===== config.mk =====
export PLATFORM = sky130hd
export DESIGN_NAME = sonar_command_frame_builder
export DESIGN_NICKNAME = d
export VERILOG_FILES = /design/src/rtl/scfb_pkg.sv /design/src/rtl/sonar_command_frame_builder.sv /design/src/rtl/scfb_front.sv /design/src/rtl/scfb_queue.sv /design/src/rtl/scfb_back.sv
export SDC_FILE = /design/constraint.sdc
export NUM_CORES = 1
export LEC_CHECK = 0
export ABC_AREA = 1
export BUFFER_PORTS_ARGS = -buffer_cell sky130_fd_sc_hd__buf_2
export CELL_PAD_IN_SITES_DETAIL_PLACEMENT = 0
export CELL_PAD_IN_SITES_GLOBAL_PLACEMENT = 1
export CORE_MARGIN = 5
export CORE_UTILIZATION = 42
export CTS_BUF_LIST = sky130_fd_sc_hd__clkbuf_4 sky130_fd_sc_hd__clkbuf_8
export DETAILED_ROUTE_END_ITERATION = 7
export GPL_ROUTABILITY_DRIVEN = 0
export PLACE_DENSITY_LB_ADDON = 0.1
export SYNTH_ARGS = -nofsm -noshare
export SYNTH_HDL_FRONTEND = slang
export SYNTH_SLANG_ARGS = --single-unit

===== constraint.sdc =====
create_clock -name i_clk -period 5.9 [get_ports i_clk]
set_input_delay 1.18 -clock i_clk [delete_from_list [all_inputs] [get_ports i_clk]]
set_output_delay 1.18 -clock i_clk [all_outputs]
set_load 0.05 [all_outputs]

===== src/rtl/scfb_pkg.sv =====
// Shared types and constants for the sonar command frame builder.
// No dependencies; every other file in rtl/ uses this package.
package scfb_pkg;

    localparam int FRAME_LEN = 27;
    localparam int IDX_W     = 5;

    // Byte positions within the frame
    localparam logic [IDX_W-1:0] IDX_SYNC0  = 5'd0;
    localparam logic [IDX_W-1:0] IDX_SYNC1  = 5'd1;
    localparam logic [IDX_W-1:0] IDX_SYNC2  = 5'd2;
    localparam logic [IDX_W-1:0] IDX_RANGE  = 5'd3;
    localparam logic [IDX_W-1:0] IDX_REV    = 5'd5;
    localparam logic [IDX_W-1:0] IDX_GAIN   = 5'd8;
    localparam logic [IDX_W-1:0] IDX_ABSORB = 5'd10;
    localparam logic [IDX_W-1:0] IDX_ANGLE  = 5'd11;
    localparam logic [IDX_W-1:0] IDX_SECTOR = 5'd12;
    localparam logic [IDX_W-1:0] IDX_STEP   = 5'd13;
    localparam logic [IDX_W-1:0] IDX_SLEN   = 5'd14;
    localparam logic [IDX_W-1:0] IDX_DPTS   = 5'd19;
    localparam logic [IDX_W-1:0] IDX_SWDLY  = 5'd24;
    localparam logic [IDX_W-1:0] IDX_FREQ   = 5'd25;
    localparam logic [IDX_W-1:0] IDX_LAST   = 5'd26;

    // Fixed byte values
    localparam logic [7:0] SYNC0_BYTE  = 8'hFE;
    localparam logic [7:0] SYNC1_BYTE  = 8'h44;
    localparam logic [7:0] SYNC2_BYTE  = 8'h10;
    localparam logic [7:0] ABSORB_BYTE = 8'd20;
    localparam logic [7:0] REV_BYTE    = 8'h40;
    localparam logic [7:0] FREQ_BYTE   = 8'd135;
    localparam logic [7:0] TERM_BYTE   = 8'hFD;

    // Encoded settings of one frame, as held in the queue
    typedef struct packed {
        logic [7:0] range_b;
        logic       rev;
        logic [5:0] gain;
        logic [7:0] angle;
        logic [7:0] sector;
        logic [1:0] step;
        logic [7:0] slen;
        logic [5:0] dpts;
        logic [6:0] swdly;
        logic       freq_hit;
    } t_rec;

    // Queue status seen by the top level and the serializer
    typedef struct packed {
        logic full;
        logic empty;
    } t_qstat;

endpackage


===== src/rtl/sonar_command_frame_builder.sv =====
// Top level of the sonar command frame builder.
// Depends on scfb_pkg, scfb_front, scfb_queue and scfb_back.
//
// Usage:
//   Drive the head settings on the i_ field ports and raise start. A request
//   is taken at a rising edge with start high and busy low. Each request
//   produces one 27-byte command frame (FE 44 10 ... FD) on o_frame_byte,
//   with o_byte_index giving the position and o_last_byte marking the FD
//   terminator. o_strobe marks each byte; every byte is on the ports for
//   exactly one cycle and the receiver cannot hold it off.
//   The request is written into the queue at the accepting edge; an idle
//   serializer pops it from there and registers it before the first byte.
//   The serializer emits one byte per cycle; back-to-back frames stream
//   with no gap while the queue holds the next one. The front end
//   encodes a request in the accepting cycle and parks it in a QUEUE_DEPTH
//   entry queue, so busy rises only when that queue is full.
//   Reset (i_rst_n low, synchronous) empties the queue and idles the
//   serializer; no frame is in flight after reset.
module sonar_command_frame_builder #(
    parameter int QUEUE_DEPTH = 2
) (
    input  logic        i_clk,
    input  logic        i_rst_n,
    input  logic        start,
    output logic        busy,
    input  logic [7:0]  i_range_m,
    input  logic        i_reverse,
    input  logic [7:0]  i_init_gain,
    input  logic [9:0]  i_bearing,
    input  logic [10:0] i_sector_code,
    input  logic [7:0]  i_step_sel,
    input  logic [9:0]  i_step_len,
    input  logic [9:0]  i_sample_count,
    input  logic [9:0]  i_sw_delay,
    input  logic [9:0]  i_frequency,
    output logic        o_strobe,
    output logic [7:0]  o_frame_byte,
    output logic [4:0]  o_byte_index,
    output logic        o_last_byte
);

    scfb_pkg::t_rec   enc_rec;
    scfb_pkg::t_rec   q_rec;
    scfb_pkg::t_qstat q_stat;
    logic             push;
    logic             pop;

    // Accept whenever the queue has room
    assign busy = q_stat.full;
    assign push = start && !busy;

    // Encode the settings combinationally in the accepting cycle
    scfb_front u_front (
        .i_range_m      (i_range_m),
        .i_reverse      (i_reverse),
        .i_init_gain    (i_init_gain),
        .i_bearing      (i_bearing),
        .i_sector_code  (i_sector_code),
        .i_step_sel     (i_step_sel),
        .i_step_len     (i_step_len),
        .i_sample_count (i_sample_count),
        .i_sw_delay     (i_sw_delay),
        .i_frequency    (i_frequency),
        .o_rec          (enc_rec)
    );

    // Hold encoded frames until the serializer is free
    scfb_queue #(
        .DEPTH (QUEUE_DEPTH)
    ) u_queue (
        .i_clk   (i_clk),
        .i_rst_n (i_rst_n),
        .i_push  (push),
        .i_rec   (enc_rec),
        .i_pop   (pop),
        .o_rec   (q_rec),
        .o_stat  (q_stat)
    );

    // Stream each frame out one byte per cycle
    scfb_back u_back (
        .i_clk        (i_clk),
        .i_rst_n      (i_rst_n),
        .i_qstat      (q_stat),
        .i_rec        (q_rec),
        .o_pop        (pop),
        .o_strobe     (o_strobe),
        .o_frame_byte (o_frame_byte),
        .o_byte_index (o_byte_index),
        .o_last_byte  (o_last_byte)
    );

    a_accept_queued: assert property (@(posedge i_clk) disable iff (!i_rst_n)
        push |=> !q_stat.empty || o_strobe)
        else $error("accepted request neither queued nor streaming");

endmodule


===== src/rtl/scfb_front.sv =====
// Front end: encodes one set of head settings into a compact frame record.
// Depends on scfb_pkg.
module scfb_front (
    input  logic [7:0]   i_range_m,
    input  logic         i_reverse,
    input  logic [7:0]   i_init_gain,
    input  logic [9:0]   i_bearing,
    input  logic [10:0]  i_sector_code,
    input  logic [7:0]   i_step_sel,
    input  logic [9:0]   i_step_len,
    input  logic [9:0]   i_sample_count,
    input  logic [9:0]   i_sw_delay,
    input  logic [9:0]   i_frequency,
    output scfb_pkg::t_rec o_rec
);

    logic signed [7:0]  gain_s;
    logic signed [9:0]  ang_s;
    logic signed [9:0]  ang_cl;
    logic signed [10:0] ang_sum;
    logic [8:0]         ang_off;
    logic [17:0]        ang_prod;
    logic signed [10:0] sec_s;
    logic [9:0]         sec_u;
    logic [9:0]         sec_red;
    logic signed [9:0]  slen_s;
    logic signed [9:0]  sd_s;

    assign gain_s = signed'(i_init_gain);
    assign ang_s  = signed'(i_bearing);
    assign sec_s  = signed'(i_sector_code);
    assign slen_s = signed'(i_step_len);
    assign sd_s   = signed'(i_sw_delay);

    // Divide by 3 as multiply by 171/512; exact for offsets up to 420
    assign ang_sum  = 11'(ang_cl) + 11'sd210;
    assign ang_off  = ang_sum[8:0];
    assign ang_prod = 18'(ang_off) * 18'd171;
    assign sec_u    = i_sector_code[9:0];

    always_comb begin
        if (ang_s < -10'sd210) begin
            ang_cl = -10'sd210;
        end else if (ang_s > 10'sd210) begin
            ang_cl = 10'sd210;
        end else begin
            ang_cl = ang_s;
        end

        // Sector above 360 is below 1080, so at most two wraps
        if (sec_s < 11'sd0) begin
            sec_red = 10'd0;
        end else if (sec_u > 10'd360) begin
            if (sec_u >= 10'd720) begin
                sec_red = sec_u - 10'd720;
            end else begin
                sec_red = sec_u - 10'd360;
            end
        end else begin
            sec_red = sec_u;
        end
    end

    always_comb begin
        case (i_range_m)
            8'd5, 8'd10, 8'd20, 8'd30, 8'd40, 8'd50: o_rec.range_b = i_range_m;
            default:                                 o_rec.range_b = 8'd5;
        endcase

        o_rec.rev = i_reverse;

        if (gain_s < 8'sd0) begin
            o_rec.gain = 6'd0;
        end else if (gain_s > 8'sd40) begin
            o_rec.gain = 6'd40;
        end else begin
            o_rec.gain = i_init_gain[5:0];
        end

        o_rec.angle  = ang_prod[16:9];
        o_rec.sector = sec_red[7:0];

        case (i_step_sel)
            8'd0:    o_rec.step = 2'd0;
            8'd6:    o_rec.step = 2'd2;
            default: o_rec.step = 2'd1;
        endcase

        if (slen_s < 10'sd1) begin
            o_rec.slen = 8'd1;
        end else if (slen_s > 10'sd255) begin
            o_rec.slen = 8'd255;
        end else begin
            o_rec.slen = i_step_len[7:0];
        end

        o_rec.dpts = (i_sample_count == 10'd250) ? 6'd25 : 6'd50;

        if (sd_s < 10'sd0) begin
            o_rec.swdly = 7'd0;
        end else if (sd_s > 10'sd255 || sd_s == 10'sd253) begin
            o_rec.swdly = 7'd127;
        end else begin
            o_rec.swdly = i_sw_delay[7:1];
        end

        o_rec.freq_hit = (i_frequency == 10'd850);
    end

endmodule


===== src/rtl/scfb_queue.sv =====
// Short register queue of encoded frame records between front end and serializer.
// Depends on scfb_pkg.
module scfb_queue #(
    parameter int DEPTH = 2
) (
    input  logic             i_clk,
    input  logic             i_rst_n,
    input  logic             i_push,
    input  scfb_pkg::t_rec   i_rec,
    input  logic             i_pop,
    output scfb_pkg::t_rec   o_rec,
    output scfb_pkg::t_qstat o_stat
);

    localparam int AW = (DEPTH > 1) ? $clog2(DEPTH) : 1;
    localparam int CW = $clog2(DEPTH + 1);
    localparam logic [AW-1:0] PTR_LAST = AW'(DEPTH - 1);
    localparam logic [CW-1:0] CNT_FULL = CW'(DEPTH);

    scfb_pkg::t_rec r_mem [DEPTH];
    logic [AW-1:0]  r_wptr, n_wptr;
    logic [AW-1:0]  r_rptr, n_rptr;
    logic [CW-1:0]  r_count, n_count;

    assign o_stat.full  = (r_count == CNT_FULL);
    assign o_stat.empty = (r_count == '0);
    assign o_rec        = r_mem[r_rptr];

    always_comb begin
        n_wptr  = r_wptr;
        n_rptr  = r_rptr;
        n_count = r_count;
        if (i_push) begin
            n_wptr = (r_wptr == PTR_LAST) ? '0 : r_wptr + 1'b1;
        end
        if (i_pop) begin
            n_rptr = (r_rptr == PTR_LAST) ? '0 : r_rptr + 1'b1;
        end
        if (i_push && !i_pop) begin
            n_count = r_count + 1'b1;
        end else if (i_pop && !i_push) begin
            n_count = r_count - 1'b1;
        end
    end

    always_ff @(posedge i_clk) begin
        if (!i_rst_n) begin
            r_wptr  <= '0;
            r_rptr  <= '0;
            r_count <= '0;
        end else begin
            r_wptr  <= n_wptr;
            r_rptr  <= n_rptr;
            r_count <= n_count;
        end
    end

    always_ff @(posedge i_clk) begin
        if (i_push) begin
            r_mem[r_wptr] <= i_rec;
        end
    end

    a_no_overflow: assert property (@(posedge i_clk) disable iff (!i_rst_n)
        !(i_push && o_stat.full && !i_pop))
        else $error("queue written while full");

    a_no_underflow: assert property (@(posedge i_clk) disable iff (!i_rst_n)
        !(i_pop && o_stat.empty))
        else $error("queue read while empty");

endmodule


===== src/rtl/scfb_back.sv =====
// Serializer: pops one frame record and emits its 27 bytes, one per cycle.
// Depends on scfb_pkg.
module scfb_back (
    input  logic             i_clk,
    input  logic             i_rst_n,
    input  scfb_pkg::t_qstat i_qstat,
    input  scfb_pkg::t_rec   i_rec,
    output logic             o_pop,
    output logic             o_strobe,
    output logic [7:0]       o_frame_byte,
    output logic [4:0]       o_byte_index,
    output logic             o_last_byte
);

    logic                              r_active, n_active;
    logic [scfb_pkg::IDX_W-1:0]        r_idx, n_idx;
    scfb_pkg::t_rec                    r_rec;
    logic                              at_last;

    assign at_last = (r_idx == scfb_pkg::IDX_LAST);
    // Take the next record when idle or on the terminator byte
    assign o_pop   = !i_qstat.empty && (!r_active || at_last);

    always_comb begin
        n_active = r_active;
        n_idx    = r_idx;
        if (o_pop) begin
            n_active = 1'b1;
            n_idx    = '0;
        end else if (r_active) begin
            if (at_last) begin
                n_active = 1'b0;
            end else begin
                n_idx = r_idx + 1'b1;
            end
        end
    end

    always_ff @(posedge i_clk) begin
        if (!i_rst_n) begin
            r_active <= 1'b0;
            r_idx    <= '0;
        end else begin
            r_active <= n_active;
            r_idx    <= n_idx;
        end
    end

    always_ff @(posedge i_clk) begin
        if (o_pop) begin
            r_rec <= i_rec;
        end
    end

    always_comb begin
        case (r_idx)
            scfb_pkg::IDX_SYNC0:  o_frame_byte = scfb_pkg::SYNC0_BYTE;
            scfb_pkg::IDX_SYNC1:  o_frame_byte = scfb_pkg::SYNC1_BYTE;
            scfb_pkg::IDX_SYNC2:  o_frame_byte = scfb_pkg::SYNC2_BYTE;
            scfb_pkg::IDX_RANGE:  o_frame_byte = r_rec.range_b;
            scfb_pkg::IDX_REV:    o_frame_byte = r_rec.rev ? scfb_pkg::REV_BYTE : 8'd0;
            scfb_pkg::IDX_GAIN:   o_frame_byte = {2'b00, r_rec.gain};
            scfb_pkg::IDX_ABSORB: o_frame_byte = scfb_pkg::ABSORB_BYTE;
            scfb_pkg::IDX_ANGLE:  o_frame_byte = r_rec.angle;
            scfb_pkg::IDX_SECTOR: o_frame_byte = r_rec.sector;
            scfb_pkg::IDX_STEP:   o_frame_byte = {6'd0, r_rec.step};
            scfb_pkg::IDX_SLEN:   o_frame_byte = r_rec.slen;
            scfb_pkg::IDX_DPTS:   o_frame_byte = {2'b00, r_rec.dpts};
            scfb_pkg::IDX_SWDLY:  o_frame_byte = {1'b0, r_rec.swdly};
            scfb_pkg::IDX_FREQ:   o_frame_byte = r_rec.freq_hit ? scfb_pkg::FREQ_BYTE : 8'd0;
            scfb_pkg::IDX_LAST:   o_frame_byte = scfb_pkg::TERM_BYTE;
            default:              o_frame_byte = 8'd0;
        endcase
    end

    assign o_strobe     = r_active;
    assign o_byte_index = r_idx;
    assign o_last_byte  = r_active && at_last;

    a_advance: assert property (@(posedge i_clk) disable iff (!i_rst_n)
        r_active && !at_last |=> r_active && (r_idx == $past(r_idx) + 1'b1))
        else $error("frame byte index did not advance");

    a_next_frame: assert property (@(posedge i_clk) disable iff (!i_rst_n)
        r_active && at_last && !i_qstat.empty |=> r_active && (r_idx == '0))
        else $error("queued frame did not follow terminator");

endmodule

-- Word level (Yosys, flattened, before mapping)
Memory sizes are Yosys's and may differ from the RTL's. A register that Yosys moved wholly into a read port is not among the register bits.
Index checks and enable logic that the tools add are counted.
- add/subtract/negate cells: 8
- multiply operators: 1
- divide/modulo/power cells: 0
- order comparisons: 11
- equality and inequality tests: 25
- shift-type cells: 0
- multiplexer cells: 26
- bitwise gates (word level): 2
- reductions and logical operators: 19
- operator list (kind ; number):
    case mux 8 bit (15 select lines) ; 1
    2-to-1 mux 8 bit ; 7
    > comparator 10 x 9 -> 1 bit (second input constant) ; 4
    == test 5 x 4 -> 1 bit (second input constant) ; 6
    2-to-1 mux 7 bit ; 3
    == test 5 bit (second input constant) ; 4
    2-to-1 mux 6 bit ; 3
    2-to-1 mux 9 bit ; 2
    multiplier 9 x 8 -> 17 bit (second input constant) ; 1
    == test 8 x 3 -> 1 bit (second input constant) ; 2
    == test 8 x 5 -> 1 bit (second input constant) ; 2
    == test 8 x 6 -> 1 bit (second input constant) ; 2
    less-than comparator 11 x 1 -> 1 bit (second input constant) ; 1
    == test 10 bit (second input constant) ; 1
    == test 10 x 8 -> 1 bit (second input constant) ; 1
    == test 10 x 9 -> 1 bit (second input constant) ; 1
    == test 5 x 2 -> 1 bit (second input constant) ; 2
    >= comparator 10 bit (second input constant) ; 1
    less-than comparator 10 x 1 -> 1 bit (second input constant) ; 1
    less-than comparator 10 x 2 -> 1 bit (second input constant) ; 1
    less-than comparator 10 x 9 -> 1 bit (second input constant) ; 1
    adder 9 bit (second input constant) ; 1
    == test 8 x 4 -> 1 bit (second input constant) ; 1
    > comparator 8 x 7 -> 1 bit (second input constant) ; 1
    other kinds (24) ; 42
- register bits after elaboration: 10
- bits in latches: 0
- RAM bits: 110
- bits in read-only memories: 0
- bits of input ports: 89
- logic and storage cells: 98
- memories kept: 1
- memory list (memory ; depth ; width ; rd ports ; clocked after memory_dff ; write ports ; line ; RTL):
    u_queue.r_mem ; 2 ; 55 ; 1 ; 1 ; 1 ; scfb_queue.sv:20 ; scfb_pkg::t_rec r_mem [DEPTH];

-- Depth between registers and ports, before layout
- depth after elaboration: 7
- depth in mapped cells: 31
- mapped depth without buffers: 31

-- Modules after synthesis
From an unflattened synthesis, not the netlist that was laid out.
- cells, all modules: 916
- area total of the unflattened synthesis: 9925.8 um^2
- modules (own cells, without submodules) (module ; instances ; cells each ; area each (um^2)):
    scfb_queue ; 1 ; 206 ; 4449.3
    scfb_front ; 1 ; 462 ; 2750.1
    scfb_back ; 1 ; 246 ; 2716.4
    sonar_command_frame_builder ; 1 ; 2 ; 10.0

-- Worst setup path before layout
Ideal clock, no wire load.
- path type: input port to flip-flop
- start: input i_bearing[3]
- end: memory u_queue.r_mem[0][38] (netlist name), data pin
- data arrival time: 5403 ps
- path slack: 241 ps
- stages: 26
- path buffers: 0
- path through: nor2_1 -> nand2_1 -> nand2_1 -> nand2_1 -> nand2_1 -> nand2_1 -> nand2_4 -> inv_2 -> nor2_1 -> inv_1 -> ha_1 -> xor2_1 -> inv_1 -> ha_1 -> fa_1 -> fa_1 -> inv_1 -> fa_1 -> inv_1 -> ha_1 -> a21oi_1 -> o21ai_0 -> a221oi_1 -> nand2_1 -> nand2_1 -> nand2_1
- RTL lines (what ; line ; RTL):
    start, declared ; sonar_command_frame_builder.sv:29 ; input logic [9:0] i_bearing,
    end, declared ; scfb_queue.sv:20 ;

==> results.json <==
{
  "first_iter_violations": 339,
  "nets": 1199,
  "final_common_cell": "nand2_1",
  "min_path_type": "register to register",
  "final_cell_mix": "nand2_1 (266), edfxtp_1 (153), inv_1 (129)",
  "power_uw": 4450,
  "cts_resized": 0,
  "reg2reg_from": "u_back.o_byte_index[3]",
  "synth_area_um2": 8840,
  "end_kind": "register",
  "outcome": "finished, final reports clean",
  "required_ns": 6.09,
  "yosysWarnings": 0,
  "sw_frac_of_total_pct": 38.5,
  "rsz0062_at_grt": "false",
  "final_area_um2": 10200,
  "finalSetupTns_ns": 0,
  "async_flop_share_pct": 0,
  "syn_inst": 918,
  "pin_count": 105,
  "worst_pin_slew_ns": 0.767,
  "firstDrtPassIters": 4,
  "hpwl_um": 13900,
  "syn_to_final_growth_pct": 15.0,
  "die_x_um": 155,
  "p_switching_uw": 1710,
  "clk_latency_ns": 0.44,
  "crit_path_start_kind": "primary input",
  "hold_path_end": "u_back.r_rec[36]",
  "cts-htree-levels": 4,
  "whs_path_depth": 2,
  "ir_drop_v": 0.000207,
  "diodes": 0,
  "cts_buffers": 17,
  "r2r_end": "u_back.r_rec[5]",
  "worst-r2r-setup-slack_ns": 3.04,
  "start_util_pct": 42.3,
  "relSlewSlack_pct": 48.7,
  "ys.flop_type": "edfxtp_1",
  "synth_edf_count": 153,
  "rows": 53,
  "slew_viol_final": 0,
  "drive_gt1_share_pct": 17.2,
  "vias": 6367,
  "antenna_found_initial": 0,
  "max_cap_violations": 0,
  "setup_violations": 0,
  "p_clk_share_pct": 18.7,
  "pwr_density_cell_nw_per_um2": 438,
  "fmax_mhz": 186,
  "cts.clk_slew.worst_paths_ns": 0.09,
  "cts-root-buf": "clkbuf_8",
  "drc": 0,
  "grt_max_degree": 53,
  "ys_ff_latch": 163,
  "grt-ovfl-total": 0,
  "min-delay-start": "u_queue.r_mem[1][36]",
  "path_max_fanout": 8,
  "min_period_ns": 5.37,
  "avgViaCountPerCell": 4.80,
  "first_global_vias": 6332,
  "synth.distinct_cells": 48,
  "dieArea_um2": 24000,
  "post-cts-setup-buffer-count": 0,
  "reg2reg_depth": 9,
  "grt_pass1_wl_um": 30600,
  "synth_area_per_cell_um2": 9.63,
  "core-area_um2": 20900,
  "synth_seq_area_share_pct": 54.3,
  "hold_buffers": 0,
  "port_buffers": 104,
  "comb_power_share_pct": 39.2,
  "worstPathArrival_ns": 5.57,
  "fp.dieH_um": 155,
  "fill_cells": 1997,
  "cts.path.max_buffers": 2,
  "p_seq_share_pct": 42.1,
  "p_leak_uw": 0.00466,
  "wl_per_cell_um": 13.9,
  "internal-power_uw": 2740,
  "cts.sinks": 163,
  "period_share_pct": 91.1,
  "finalHoldViolCount": 0,
  "wl_um": 18400,
  "grtUsageTotal_pct": 15.8,
  "dpl_cell_area_um2": 9750,
  "skew_ns": 0.0152,
  "cts_tree": "built",
  "postRouteAntennaNets": 0,
  "criticalPathCategory": "primary input to register"
}
==> worst max-delay path by stage <==
stage / from / cells past startpoint / end
3_3_place_gp: i_bearing[3] / 27 / u_queue.r_mem[0][38]
6_report: i_bearing[3] / 27 / u_queue.r_mem[0][38]
3_5_place_dp: i_bearing[3] / 27 / u_queue.r_mem[0][38]
5_1_grt: i_bearing[3] / 28 / u_queue.r_mem[0][38]
2_1_floorplan: i_bearing[3] / 26 / u_queue.r_mem[0][38]
4_1_cts: i_bearing[3] / 27 / u_queue.r_mem[0][38]
==> worst max-delay path, cell delays in order <==
cell      delay [ns]
buf_2           0.11
nor2_1          0.09
nand2_1         0.06
nand2_1         0.06
nand2_1         0.05
nand2_1         0.05
nand2_1         0.08
nand2_4         0.12
inv_2           0.06
nor2_1          0.12
inv_1           0.06
ha_1            0.20
xor2_1          0.15
inv_1           0.07
ha_1            0.31
fa_1            0.49
fa_1            0.54
inv_1           0.05
fa_1            0.52
inv_1           0.04
ha_1            0.32
a21oi_1         0.19
o21ai_0         0.14
a221oi_1        0.31
nand2_1         0.09
nand2_1         0.06
nand2_1         0.05
==> sequential cells by signal, summed over array words and instances (netlist names) <==
signal               count
u_queue.r_wptr           1
u_queue.r_rptr           1
u_back.o_strobe          1
u_back.r_rec            51
u_back.o_byte_index      5
u_queue.r_mem          102
u_queue.r_count          2
==> layer usage <==
layer / global-route usage, % / vias up / share of wire (%)
met3: 2.95 / 23 / 3.6
met1: 19.3 / 2939 / 43
met5: 0 / - / 0
li1: - / 3298 / -
met4: 4.96 / 0 / 1.8
met2: 28.2 / 107 / 51
==> cell usage after synthesis (2+ instances only) <==
| library cell | number | share of area, % |
|---|---|---|
| inv_2 | 9 | 0.38 |
| buf_2 | 3 | 0.17 |
| nand4_1 | 10 | 0.71 |
| nand2_4 | 4 | 0.51 |
| ha_1 | 56 | 7.9 |
| nor4_1 | 6 | 0.42 |
| nand2_2 | 13 | 0.92 |
| xor2_1 | 5 | 0.50 |
| a31oi_1 | 4 | 0.28 |
| a21oi_1 | 36 | 2.0 |
| or4_1 | 2 | 0.17 |
| nand3b_1 | 2 | 0.17 |
| nand2_1 | 266 | 11 |
| o21ai_0 | 22 | 1.2 |
| nor2_1 | 76 | 3.2 |
| inv_1 | 129 | 5.5 |
| o21ai_1 | 2 | 0.11 |
| a21oi_2 | 2 | 0.20 |
| dfxtp_1 | 10 | 2.3 |
| a32o_1 | 6 | 0.68 |
| fa_1 | 14 | 3.2 |
| nand3_1 | 30 | 1.7 |
| edfxtp_1 | 153 | 52 |
| nor3_1 | 11 | 0.62 |
| clkbuf_1 | 11 | 0.47 |
| a221oi_1 | 7 | 0.69 |
| a21o_1 | 3 | 0.25 |
| a211oi_1 | 6 | 0.51 |
==> power by group through the flow <==
stage | logic, uW | registers, uW | clock network [uW]
2_1_floorplan | 1270 | 1880 | 0
3_3_place_gp | 1770 | 1900 | 0
3_5_place_dp | 1780 | 1900 | 0
4_1_cts | 1790 | 1880 | 855
5_1_grt | 2030 | 1900 | 907
6_report | 1740 | 1870 | 831
==> through the flow <==
| step | utilization, % | hold WS (ns) | std cells | worst slack (ns) |
|---|---|---|---|---|
| final | 48.6 | 0.517 | 1327 | 0.528 |
| after global routing | 48.6 | 0.542 | 1327 | 0.130 |
| after CTS | 48.6 | 0.517 | 1327 | 0.546 |
| after detailed placement | 46.7 | 0.500 | 1296 | 0.0624 |
| after global placement | 46.7 | 0.492 | 1296 | 0.0812 |
| after floorplan | - | 0.487 | 921 | 0.241 |
==> cell families after synthesis <==
logic type / share of synthesized area, %
adder cells (fa/ha/maj): 11.1
AO/OA/AOI/OAI: 6.95
XOR/XNOR: 0.595
AND/OR/NAND/NOR: 20.5
flip-flops: 54.3
buffers and inverters: 6.54
other: 0.0424
==> area by class of cell <==
type	instances	area, um2	area share [%]
clock buffers	17	234	2.30
well taps	275	344	3.39
inverters	139	522	5.14
multi-input cells	605	3490	34.4
clock inverters	14	176	1.74
flip-flops and latches	163	4800	47.2
repair buffers	114	596	5.86
Note: power is estimated with default switching activity, not from simulation.
